===== src/rtl/core/assert_macros.svh =====
// assertion macros for the rtl files
`ifndef ASSERT_MACROS_SVH
`define ASSERT_MACROS_SVH

`ifndef SYNTHESIS
// property must hold at every clock edge out of reset
`define ASSERT_ALWAYS(lbl, clk, rst_n, prop) \
    lbl: assert property (@(posedge clk) disable iff (!rst_n) (prop)) \
        else $error("assertion failed: property violated");
// condition must never be seen out of reset
`define ASSERT_NEVER(lbl, clk, rst_n, cond) \
    lbl: assert property (@(posedge clk) disable iff (!rst_n) !(cond)) \
        else $error("assertion failed: forbidden condition seen");
`else
`define ASSERT_ALWAYS(lbl, clk, rst_n, prop)
`define ASSERT_NEVER(lbl, clk, rst_n, cond)
`endif

`endif


===== src/rtl/core/rrts_pkg.sv =====
// package of types and constants for the round-robin task scheduler
package rrts_pkg;

    localparam int NUM_TASKS  = 64;
    localparam int TASK_ID_W  = $clog2(NUM_TASKS);
    localparam int RUN_W      = $clog2(NUM_TASKS + 1);
    localparam int CNT_W      = $clog2(NUM_TASKS + 1);

    localparam logic [RUN_W-1:0] IDLE_ID = RUN_W'(NUM_TASKS);

    // request codes
    localparam logic [1:0] REQ_SWITCH = 2'd0;
    localparam logic [1:0] REQ_BLOCK  = 2'd1;
    localparam logic [1:0] REQ_RESUME = 2'd2;

    localparam logic TSK_READY   = 1'b1;
    localparam logic TSK_WAITING = 1'b0;

    typedef enum logic [1:0] {
        ST_IDLE,
        ST_READ,
        ST_EXEC
    } t_state;

    // ring pointer step with wrap at the table depth
    function automatic logic [TASK_ID_W-1:0] ptr_next(input logic [TASK_ID_W-1:0] p);
        logic [TASK_ID_W-1:0] q;
        q = (p == TASK_ID_W'(NUM_TASKS - 1)) ? '0 : p + 1'b1;
        return q;
    endfunction

endpackage


===== src/rtl/core/round_robin_task_scheduler.sv =====
// round-robin run-queue scheduler: top level
// order: a request is captured when accepted, then read in the read state and decided in the
//   execute state, where the result beat is registered; a new request may be accepted during
//   execute; busy is high only during the read cycle
// reset (synchronous, active low): all tasks blocked, queue empty, idle task running
// the result beat is a one-cycle strobe; the receiver cannot stall it
`include "assert_macros.svh"

module round_robin_task_scheduler (
    input  logic                           i_clk,
    input  logic                           i_rst_n,
    input  logic                           start,
    output logic                           busy,
    input  logic [1:0]                     i_req_type,
    input  logic [rrts_pkg::TASK_ID_W-1:0] i_task_id,
    input  logic                           i_current_destroyed,
    output logic                           o_valid,
    output logic [rrts_pkg::RUN_W-1:0]     o_running_task,
    output logic                           o_switched,
    output logic                           o_reload_quantum,
    output logic                           o_request_error
);
    import rrts_pkg::*;

    // ---------------------------------------------------------------
    // state: control flops, the run fifo memory and the runnable memory
    // ---------------------------------------------------------------
    t_state r_state, n_state;

    logic [TASK_ID_W-1:0] r_head, n_head;
    logic [TASK_ID_W-1:0] r_tail, n_tail;
    logic [CNT_W-1:0]     r_count, n_count;
    logic [RUN_W-1:0]     r_current, n_current;

    // request captured on the accepted beat
    logic [1:0]           r_req;
    logic [TASK_ID_W-1:0] r_task_id;
    logic                 r_destroyed;

    // run fifo storage; the head entry is read on every read cycle but used only after it is written
    logic [TASK_ID_W-1:0] fifo_mem [NUM_TASKS];
    logic [TASK_ID_W-1:0] r_fifo_q;

    // runnable bits: memory plus per-entry valid flops, invalid reads as blocked
    logic                 rb_mem [NUM_TASKS];
    logic [NUM_TASKS-1:0] r_rb_valid;
    logic                 r_rb_q;
    logic                 r_rb_vq;

    // control decoded from the state
    logic accept;
    logic rd_en;
    logic ex_en;

    // write-back controls from the execute stage
    logic                 fifo_we;
    logic [TASK_ID_W-1:0] fifo_wdata;
    logic                 rb_we;
    logic [TASK_ID_W-1:0] rb_waddr;
    logic                 rb_wdata;
    logic [TASK_ID_W-1:0] rb_raddr;

    logic n_switched, n_reload, n_err;

    // ---------------------------------------------------------------
    // sequencer: idle -> read (busy) -> execute; a new beat may enter
    // during execute since its read cycle comes after the write-back
    // ---------------------------------------------------------------
    always_comb begin
        n_state = r_state;
        unique case (r_state)
            ST_IDLE: begin
                if (start) n_state = ST_READ;
            end
            ST_READ: begin
                n_state = ST_EXEC;
            end
            ST_EXEC: begin
                n_state = start ? ST_READ : ST_IDLE;
            end
            default: n_state = ST_IDLE;
        endcase
    end

    always_comb begin
        busy   = (r_state == ST_READ);
        rd_en  = (r_state == ST_READ);
        ex_en  = (r_state == ST_EXEC);
        accept = start && (r_state != ST_READ);
    end

    always_ff @(posedge i_clk) begin
        if (!i_rst_n) begin
            r_state <= ST_IDLE;
        end else begin
            r_state <= n_state;
        end
    end

    // capture the request beat
    always_ff @(posedge i_clk) begin
        if (accept) begin
            r_req       <= i_req_type;
            r_task_id   <= i_task_id;
            r_destroyed <= i_current_destroyed;
        end
    end

    // ---------------------------------------------------------------
    // read cycle: fifo head entry and the runnable bit of the task in question
    // (the current task on a switch, the named task otherwise)
    // ---------------------------------------------------------------
    assign rb_raddr = (r_req == REQ_SWITCH) ? r_current[TASK_ID_W-1:0] : r_task_id;

    always_ff @(posedge i_clk) begin
        if (rd_en) begin
            r_fifo_q <= fifo_mem[r_head];
            r_rb_q   <= rb_mem[rb_raddr];
        end
        if (fifo_we) begin
            fifo_mem[r_tail] <= fifo_wdata;
        end
        if (rb_we) begin
            rb_mem[rb_waddr] <= rb_wdata;
        end
    end

    always_ff @(posedge i_clk) begin
        if (!i_rst_n) begin
            r_rb_valid <= '0;
            r_rb_vq    <= 1'b0;
        end else begin
            if (rd_en) r_rb_vq <= r_rb_valid[rb_raddr];
            if (rb_we) r_rb_valid[rb_waddr] <= 1'b1;
        end
    end

    // ---------------------------------------------------------------
    // execute cycle: decide, update pointers, write back
    // ---------------------------------------------------------------
    always_comb begin
        logic                 cur_is_task;
        logic                 sel_run;
        logic                 prev_run;
        logic [RUN_W-1:0]     next_task;
        logic [CNT_W-1:0]     cnt_pop;

        cur_is_task = (r_current < IDLE_ID);
        sel_run     = r_rb_q && r_rb_vq;
        prev_run    = cur_is_task && sel_run;
        next_task   = IDLE_ID;
        cnt_pop     = r_count;

        n_head     = r_head;
        n_tail     = r_tail;
        n_count    = r_count;
        n_current  = r_current;
        n_switched = 1'b0;
        n_reload   = 1'b0;
        n_err      = 1'b0;
        fifo_we    = 1'b0;
        fifo_wdata = r_current[TASK_ID_W-1:0];
        rb_we      = 1'b0;
        rb_waddr   = r_task_id;
        rb_wdata   = TSK_WAITING;

        if (ex_en) begin
            unique case (r_req)
                REQ_SWITCH: begin
                    if (r_count != '0) begin
                        // pop the queue head
                        next_task = RUN_W'(r_fifo_q);
                        n_head    = ptr_next(r_head);
                        cnt_pop   = r_count - 1'b1;
                    end else if (prev_run && !r_destroyed) begin
                        next_task = r_current;
                    end else begin
                        next_task = IDLE_ID;
                    end
                    n_count  = cnt_pop;
                    n_reload = (next_task != IDLE_ID);
                    if (next_task != r_current) begin
                        // requeue a runnable outgoing task
                        if (prev_run && (cnt_pop < CNT_W'(NUM_TASKS))) begin
                            fifo_we    = 1'b1;
                            fifo_wdata = r_current[TASK_ID_W-1:0];
                            n_tail     = ptr_next(r_tail);
                            n_count    = cnt_pop + 1'b1;
                        end
                        n_current  = next_task;
                        n_switched = 1'b1;
                    end
                end
                REQ_BLOCK: begin
                    if (sel_run) begin
                        rb_we    = 1'b1;
                        rb_wdata = TSK_WAITING;
                    end else begin
                        n_err = 1'b1;
                    end
                end
                REQ_RESUME: begin
                    if (!sel_run) begin
                        rb_we    = 1'b1;
                        rb_wdata = TSK_READY;
                        if (r_count < CNT_W'(NUM_TASKS)) begin
                            fifo_we    = 1'b1;
                            fifo_wdata = r_task_id;
                            n_tail     = ptr_next(r_tail);
                            n_count    = r_count + 1'b1;
                        end
                    end else begin
                        n_err = 1'b1;
                    end
                end
                default: begin
                    // unused request code is rejected
                    n_err = 1'b1;
                end
            endcase
        end
    end

    always_ff @(posedge i_clk) begin
        if (!i_rst_n) begin
            r_head    <= '0;
            r_tail    <= '0;
            r_count   <= '0;
            r_current <= IDLE_ID;
            o_valid   <= 1'b0;
        end else begin
            r_head    <= n_head;
            r_tail    <= n_tail;
            r_count   <= n_count;
            r_current <= n_current;
            o_valid   <= ex_en;
        end
    end

    // result beat payload
    always_ff @(posedge i_clk) begin
        if (ex_en) begin
            o_running_task   <= n_current;
            o_switched       <= n_switched;
            o_reload_quantum <= n_reload;
            o_request_error  <= n_err;
        end
    end

    // ---------------------------------------------------------------
    // checks
    // ---------------------------------------------------------------
    `ASSERT_NEVER(a_count_bound, i_clk, i_rst_n, r_count > CNT_W'(NUM_TASKS))
    `ASSERT_NEVER(a_current_range, i_clk, i_rst_n, r_current > IDLE_ID)
    `ASSERT_ALWAYS(a_beat_after_exec, i_clk, i_rst_n, o_valid |-> $past(r_state == ST_EXEC))
    `ASSERT_ALWAYS(a_read_then_exec, i_clk, i_rst_n, busy |=> (ex_en && !busy))
    `ASSERT_NEVER(a_fifo_write_order, i_clk, i_rst_n, fifo_we && !ex_en)

endmodule


===== config.mk =====
export PLATFORM = sky130hd
export DESIGN_NAME = round_robin_task_scheduler
export DESIGN_NICKNAME = d
export VERILOG_FILES = /design/src/rtl/core/rrts_pkg.sv /design/src/rtl/core/round_robin_task_scheduler.sv
export VERILOG_INCLUDE_DIRS = /design/src /design/src/rtl/core
export SDC_FILE = /design/constraint.sdc
export NUM_CORES = 1
export LEC_CHECK = 0
export ABC_AREA = 1
export BUFFER_PORTS_ARGS = -buffer_cell sky130_fd_sc_hd__buf_2
export CAP_MARGIN = 15
export CORE_ASPECT_RATIO = 0.9
export CORE_MARGIN = 1.5
export CORE_UTILIZATION = 40
export DETAILED_ROUTE_END_ITERATION = 16
export PLACE_DENSITY_LB_ADDON = 0.1
export SLEW_MARGIN = 30
export SYNTH_ARGS = -nofsm -noshare
export SYNTH_HDL_FRONTEND = slang
export SYNTH_SLANG_ARGS = --single-unit
export TNS_END_PERCENT = 50

===== constraint.sdc =====
create_clock -name i_clk -period 7.95 [get_ports i_clk]
set_input_delay 0.795 -clock i_clk [delete_from_list [all_inputs] [get_ports i_clk]]
set_output_delay 0.795 -clock i_clk [all_outputs]
set_load 0.05 [all_outputs]

# --- Word-level counts from Yosys, hierarchy flattened ---
# Memories as Yosys holds them, arrays and structs flattened. A register that Yosys moved wholly into a read port is not among the register bits.
# Index checks and enable logic that the tools add are counted.
word_totals:
  ff_bits: 113
  mem_bits_rw: 448
  in_bits: 12
  out_inout_bits: 12
  wordCells: 109
  mem_count: 2
op_classes:
  add_sub_neg: 5
  n_lt_le_gt_ge: 6
  eq_ne: 14
  n_mux: 52
  bitwise: 1
  n_reduce_logical: 14
mem_list:
  columns: ["memory", "depth", "word_bits", "rd", "rd_ports_with_merged_regs", "wr", "line", "source"]
  rows:
  - ["fifo_mem", 64, 6, 1, 1, 1, "round_robin_task_scheduler.sv:41", "logic [TASK_ID_W-1:0] fifo_mem [NUM_TASKS];"]
  - ["rb_mem", 64, 1, 1, 1, 1, "round_robin_task_scheduler.sv:45", "logic rb_mem [NUM_TASKS];"]
ops:
  columns: ["op", "n"]
  rows:
  - ["2-to-1 mux 7 bit", 14]
  - ["2-to-1 mux 6 bit", 11]
  - ["OR 64 bit", 1]
  - ["less-than comparator 7 bit, second input constant", 3]
  - ["2-to-1 mux 1 bit", 18]
  - ["adder 7 x 1 -> 7 bit, second input constant", 2]
  - ["less-than comparator 6 x 7 -> 1 bit, second input constant", 2]
  - ["one-hot mux 7 bit (2 select lines)", 1]
  - ["adder 6 x 1 -> 6 bit, second input constant", 2]
  - ["equality test 6 bit, second input constant", 2]
  - ["one-hot mux 6 bit (2 select lines)", 1]
  - ["inequality test 7 bit", 1]
  - ["inequality test 7 bit, second input constant", 1]
  - ["nonzero test 7 bit", 1]
  - ["subtractor 7 x 1 -> 7 bit, second input constant", 1]
  - ["binary-select mux 1 bit (select 6 bit)", 1]
  - ["demux 1 bit (select 6 bit)", 1]
  - ["greater-or-equal comparator 6 x 1 -> 1 bit, second input constant", 1]
  - ["logical AND 1 bit", 6]
  - ["inequality test 2 x 1 -> 1 bit, second input constant", 3]
  - ["inequality test 2 bit, second input constant", 3]
  - ["one-hot mux 2 bit (3 select lines)", 1]
  - ["AND reduction 6 bit", 1]
  - ["equality test 2 x 1 -> 1 bit, second input constant", 2]
  - ["9 further kinds", 12]

# --- Depth between registers and ports, before layout ---
logic_depth:
  ltp_word: 13
  depth_mapped: 19
  depth_no_buf: 17

# --- Least setup slack after synthesis ---
# Ideal clock, no wire load.
synth_path:
  kind: "flip-flop to flip-flop"
  startpoint: "register r_req[0]"
  endpoint: "memory fifo_mem[0][0] (netlist name) (data pin)"
  setup_ps: 702
  arrival_ps: 6567
  t_required_ps: 7248
  slack_ps: 681
  path_stages_with_launch: 7
  n_path_buf: 1
  period_less_slack_ps: 7269
  path_cell_list: "edfxtp_1 nor2_1 inv_1 nor3_1 nand2_1 clkbuf_1 o21ai_0"
synth_via:
  elab_chain_cells: 3
synth_lines:
  columns: ["item", "line", "source"]
  rows:
  - ["start, declared", "round_robin_task_scheduler.sv:36", "logic [1:0] r_req;"]
  - ["start signal, assigned", "round_robin_task_scheduler.sv:103", "r_req <= i_req_type;"]
  - ["equality test 2 bit", "round_robin_task_scheduler.sv:168", "unique case (r_req)"]
  - ["2-to-1 mux 6 bit", null, null]
  - ["2-to-1 mux 6 bit", "round_robin_task_scheduler.sv:167", "if (ex_en) begin"]
  - ["via fifo_wdata[0]", "round_robin_task_scheduler.sv:57", "logic [TASK_ID_W-1:0] fifo_wdata;"]
  - ["end, declared", "round_robin_task_scheduler.sv:41", null]
# The timed path passes the listed nets, and every way through them passes these cells.

# --- Worst setup path after layout ---
layout_path:
  startpoint: "register r_req[0]"
  endpoint: "memory fifo_mem[5][5] (netlist name) (data pin)"
# The elaborated chain is that of the path after synthesis.

==> reports/summary.md <==
The run finished with clean final reports. The number of gates resized after CTS was 0. The total stage count of the critical path is 7, and the number of hold violations in the final report is 0. The launch point of the critical path is r_req[0].

The fraction of layout instances using a drive strength above 1 works out to 9.67%. The slowest stage of the critical path belongs to the cell sky130_fd_sc_hd__buf_4. Before antenna repair, the detailed router went through 5 iterations. STA puts the critical path data arrival time at 4210 ps.

Time the final worst path needs with I/O delays and setup: 3910 ps. The synthesis-to-layout area growth is 12.4%, and the total global routing track utilization is 21.5%. The first global-routing pass estimated 98.3 mm of wire.

Yosys mapped the design onto 47 distinct sky130hd cell types. In this run the mean area of a mapped cell was 11.0 um^2. Between clock sinks in the finished design, the worst skew comes to 19.7 ps. On the critical path the largest part of the delay comes from buffers and inverters. Static leakage: 9.23 nW. The hold-critical path depth is 1, and the synthesized netlist net count is 2176. Summed over all layers, the global routing overflow is 0.

After floorplanning, the core was divided into 84 placement rows. The number of antenna violations at the first check in global routing is 0, and the post-synthesis cell count is 2159. The total die area was 60700 um^2; the final-layout worst hold slack was 339 ps.

Clock-pin slew was measured on the worst setup and hold paths at 60 ps. Dividing the detail-routed wire length by the instance count gives 21.9 um. The routed design has 65.2 mm of wire. The number of port buffers was 23. The worst min-delay path category was in2reg. The share of synthesized registers carrying an async set or reset is 0%. The run gives 0 as the number of antenna diodes.

Setup repair after global routing left no endpoint under its margin. Hold repair after CTS inserted 0 buffers. The core region is 58400 um^2. In the routed layout, each cell is associated on average with a via count of 5.55.

In this run, the number of DRC markers left after iteration 0 of detailed routing was 1603. The initial core utilization came out at 40.5%. The x dimension of the die works out to 260 um. The tree built by TritonCTS fans out to 568 sinks. Clock tree synthesis selected as its root buffer the cell sky130_fd_sc_hd__clkbuf_16. Clock latency on the worst-skew pair, taken at its later pin, is 640 ps.

The tools report the launch instance of the worst min-delay path as i_task_id[5]. Of the total power, registers draw 50.5%. The critical path goes through nor2_1 > inv_1 > nor3_2 > buf_4 > nand2_1 > o21ai_4 > buf_4.

During synthesis, Yosys emitted a total of 0 warnings. The switching power as a share of total power came out at 21.6%. The routed layout has 16.5k vias. The tools report the number of I/O pins as 24.

The half-perimeter wire length after placement is 38.3 mm, and the power density normalized to cell area is 239 nW/um^2. Once detail routing completed, the nets flagged for antenna violations numbered 0. The synthesized netlist occupies a cell area of 23700 um^2. The number of enable-type register cells in the synthesized netlist came out at 474.

The launching element type of the critical path is a register. The logs give 0 for the count of max-cap constraint violations and 16.1k for the via count of the first global-routing pass. The worst supply voltage drop on vdd is 0.175 mV. The worst register-to-register path begins at r_req[0]. The highest fanout seen on the critical path is 65, and the flop and latch count out of synthesis is 568. Cell internal power was estimated by the tool at 4.99 mW. The clock network burns 45.8% of the power. TritonCTS built the clock tree. Setup violation total in the final timing report: 0. STA classifies the critical path endpoint as a register.

Timing would allow up to 256 MHz. The sequential cell area fraction in the yosys report came out at 68.0%. Global placement routability congestion: 0.854.

Clock buffer count from CTS: 60. The commonest register cell after synthesis was sky130_fd_sc_hd__edfxtp_1. The library cell used most frequently in the layout, excluding fill and tap cells, is sky130_fd_sc_hd__nor2_1.

The run gives 0 as the count of pins over their slew limit. Worst-margin pin slew: 995 ps. Entering global routing, the biggest net connects 111 pins. After clock tree synthesis, the setup repair step added 0 buffers. The library cells used most frequently in the layout, excluding fill and tap cells, are sky130_fd_sc_hd__nor2_1, sky130_fd_sc_hd__edfxtp_1, sky130_fd_sc_hd__o21ai_0. The die is 234 um tall. The tools report the number of H-tree levels as 2. The run gives 3 as the maximum clock insertion buffer count. The tools report the combinational cell fraction of total power as 3.7%.

The critical setup path kind is reg2reg. In this run the power spent charging and discharging nets is 1.38 mW. The final layout contains 2167 nets. The run gives 8250 ps as the critical path required time.

The worst reg2reg path depth came out at 7. The number of buffer and inverter stages on the critical path came out at 3. The portion of the clock cycle consumed by the worst path in the final layout is 49.2%, and the number of remaining DRC errors is 0. Among the stages of the critical path, the cell type that occurs most often is sky130_fd_sc_hd__buf_4. In this design, the stage delay of the slowest critical-path cell is 730 ps.

The logs give 0 ps for the final-layout setup total negative slack and 33.5% for the relative slew slack.
## worst reg2reg max path, delay by kind of cell (launching register included)
kind,cells,cell delay (ps)
AOI/OAI and AO/OA,1,280
DFF,1,460
buffers and inverters,3,1530
and+or+nand+nor,3,1250
## layout make-up
| class | count | area, um^2 |
|---|---|---|
| clock buffers | 82 | 1710 |
| clock inverters | 32 | 374 |
| fillers | 5465 | 31800 |
| inverters | 84 | 323 |
| multi-input cells | 1392 | 6850 |
| flip-flops and latches | 568 | 16100 |
| well taps | 774 | 968 |
| repair buffers | 44 | 293 |
## metal layers
layer	GRT usage [%]	routed length, um	vias up
met5	0	0	-
met4	6.72	1560	0
met3	2.90	3890	99
met2	33.9	29700	507
met1	30.8	30100	8194
li1	-	-	7714
## cell families after synthesis
kind of cell | synth area share, %
buffers and inverters | 3.38
DFF | 68.0
AOI/OAI and AO/OA | 11.7
xor gates and xnor gates | 0.296
and+or+nand+nor | 16.3
adders and majority gates | 0.264
## stage by stage
step | power (mW) | setup slack (ps) | utilization (%) | cell area (um^2) | instances
global placement | 3.52 | 4060 | 42.0 | 24500 | 2861
CTS | 6.43 | 3950 | 45.5 | 26600 | 2975
detailed placement | 3.52 | 3990 | 42.0 | 24500 | 2861
finish | 6.37 | 4040 | 45.6 | 26600 | 2976
floorplan | 3.44 | 681 | - | 23700 | 2159
global route | 6.56 | 3700 | 45.6 | 26600 | 2976
## flip-flops by register name (all words and copies together), names as in the netlist, 2 cells and up
name	count
fifo_mem	384
o_running_task	7
r_count	7
r_current	7
r_fifo_q	6
r_head	6
r_rb_valid	64
r_req	2
r_state	2
r_tail	6
r_task_id	6
rb_mem	64
## synth_stat cells (2+ instances only)
library cell	count	area share, %
sky130_fd_sc_hd__nor2_1	478	7.6
sky130_fd_sc_hd__edfxtp_1	474	60
sky130_fd_sc_hd__o21ai_0	252	5.3
sky130_fd_sc_hd__nand2_1	245	3.9
sky130_fd_sc_hd__nand3_1	104	2.2
sky130_fd_sc_hd__clkbuf_1	101	1.6
sky130_fd_sc_hd__dfxtp_1	94	7.9
sky130_fd_sc_hd__inv_1	70	1.1
sky130_fd_sc_hd__o22ai_1	62	1.6
sky130_fd_sc_hd__a21oi_1	42	0.89
sky130_fd_sc_hd__o221ai_1	40	1.5
sky130_fd_sc_hd__o211ai_1	37	1.2
sky130_fd_sc_hd__nand4_1	20	0.53
sky130_fd_sc_hd__o21a_1	19	0.60
sky130_fd_sc_hd__nor3_1	16	0.34
sky130_fd_sc_hd__or2_2	14	0.37
sky130_fd_sc_hd__inv_2	8	0.13
sky130_fd_sc_hd__nand2_2	8	0.21
sky130_fd_sc_hd__buf_2	7	0.15
sky130_fd_sc_hd__xor2_1	6	0.22
sky130_fd_sc_hd__a31oi_1	5	0.13
sky130_fd_sc_hd__clkinv_1	5	0.079
sky130_fd_sc_hd__ha_1	5	0.26
sky130_fd_sc_hd__nand4_4	5	0.45
sky130_fd_sc_hd__a211oi_2	4	0.21
sky130_fd_sc_hd__a211oi_1	3	0.095
sky130_fd_sc_hd__buf_6	3	0.14
sky130_fd_sc_hd__nand2_4	3	0.14
sky130_fd_sc_hd__nor2_2	3	0.079
sky130_fd_sc_hd__a22o_1	2	0.074
sky130_fd_sc_hd__buf_1	2	0.032
sky130_fd_sc_hd__nand3b_1	2	0.063
sky130_fd_sc_hd__nand4_2	2	0.11
sky130_fd_sc_hd__nor2_4	2	0.095
sky130_fd_sc_hd__nor3b_1	2	0.063
sky130_fd_sc_hd__o21ai_1	2	0.042
sky130_fd_sc_hd__xnor2_1	2	0.074
## power by group through the flow
stage | Sequential, mW | Combinational (mW) | Clock (mW)
finish | 3.22 | 0.236 | 2.92
global placement | 3.28 | 0.238 | 0
CTS | 3.21 | 0.238 | 2.98
global route | 3.21 | 0.259 | 3.09
detailed placement | 3.28 | 0.237 | 0
floorplan | 3.28 | 0.156 | 0
## path summary, 6_finish.rpt
check	slack, ps	end
setup / recovery	4040	fifo_mem[5][5]
hold / removal	340	r_task_id[5]
setup reg to reg	4040	fifo_mem[5][5]
hold reg to reg	430	r_state[0]
No activity file was read; power rests on OpenSTA's default activity.
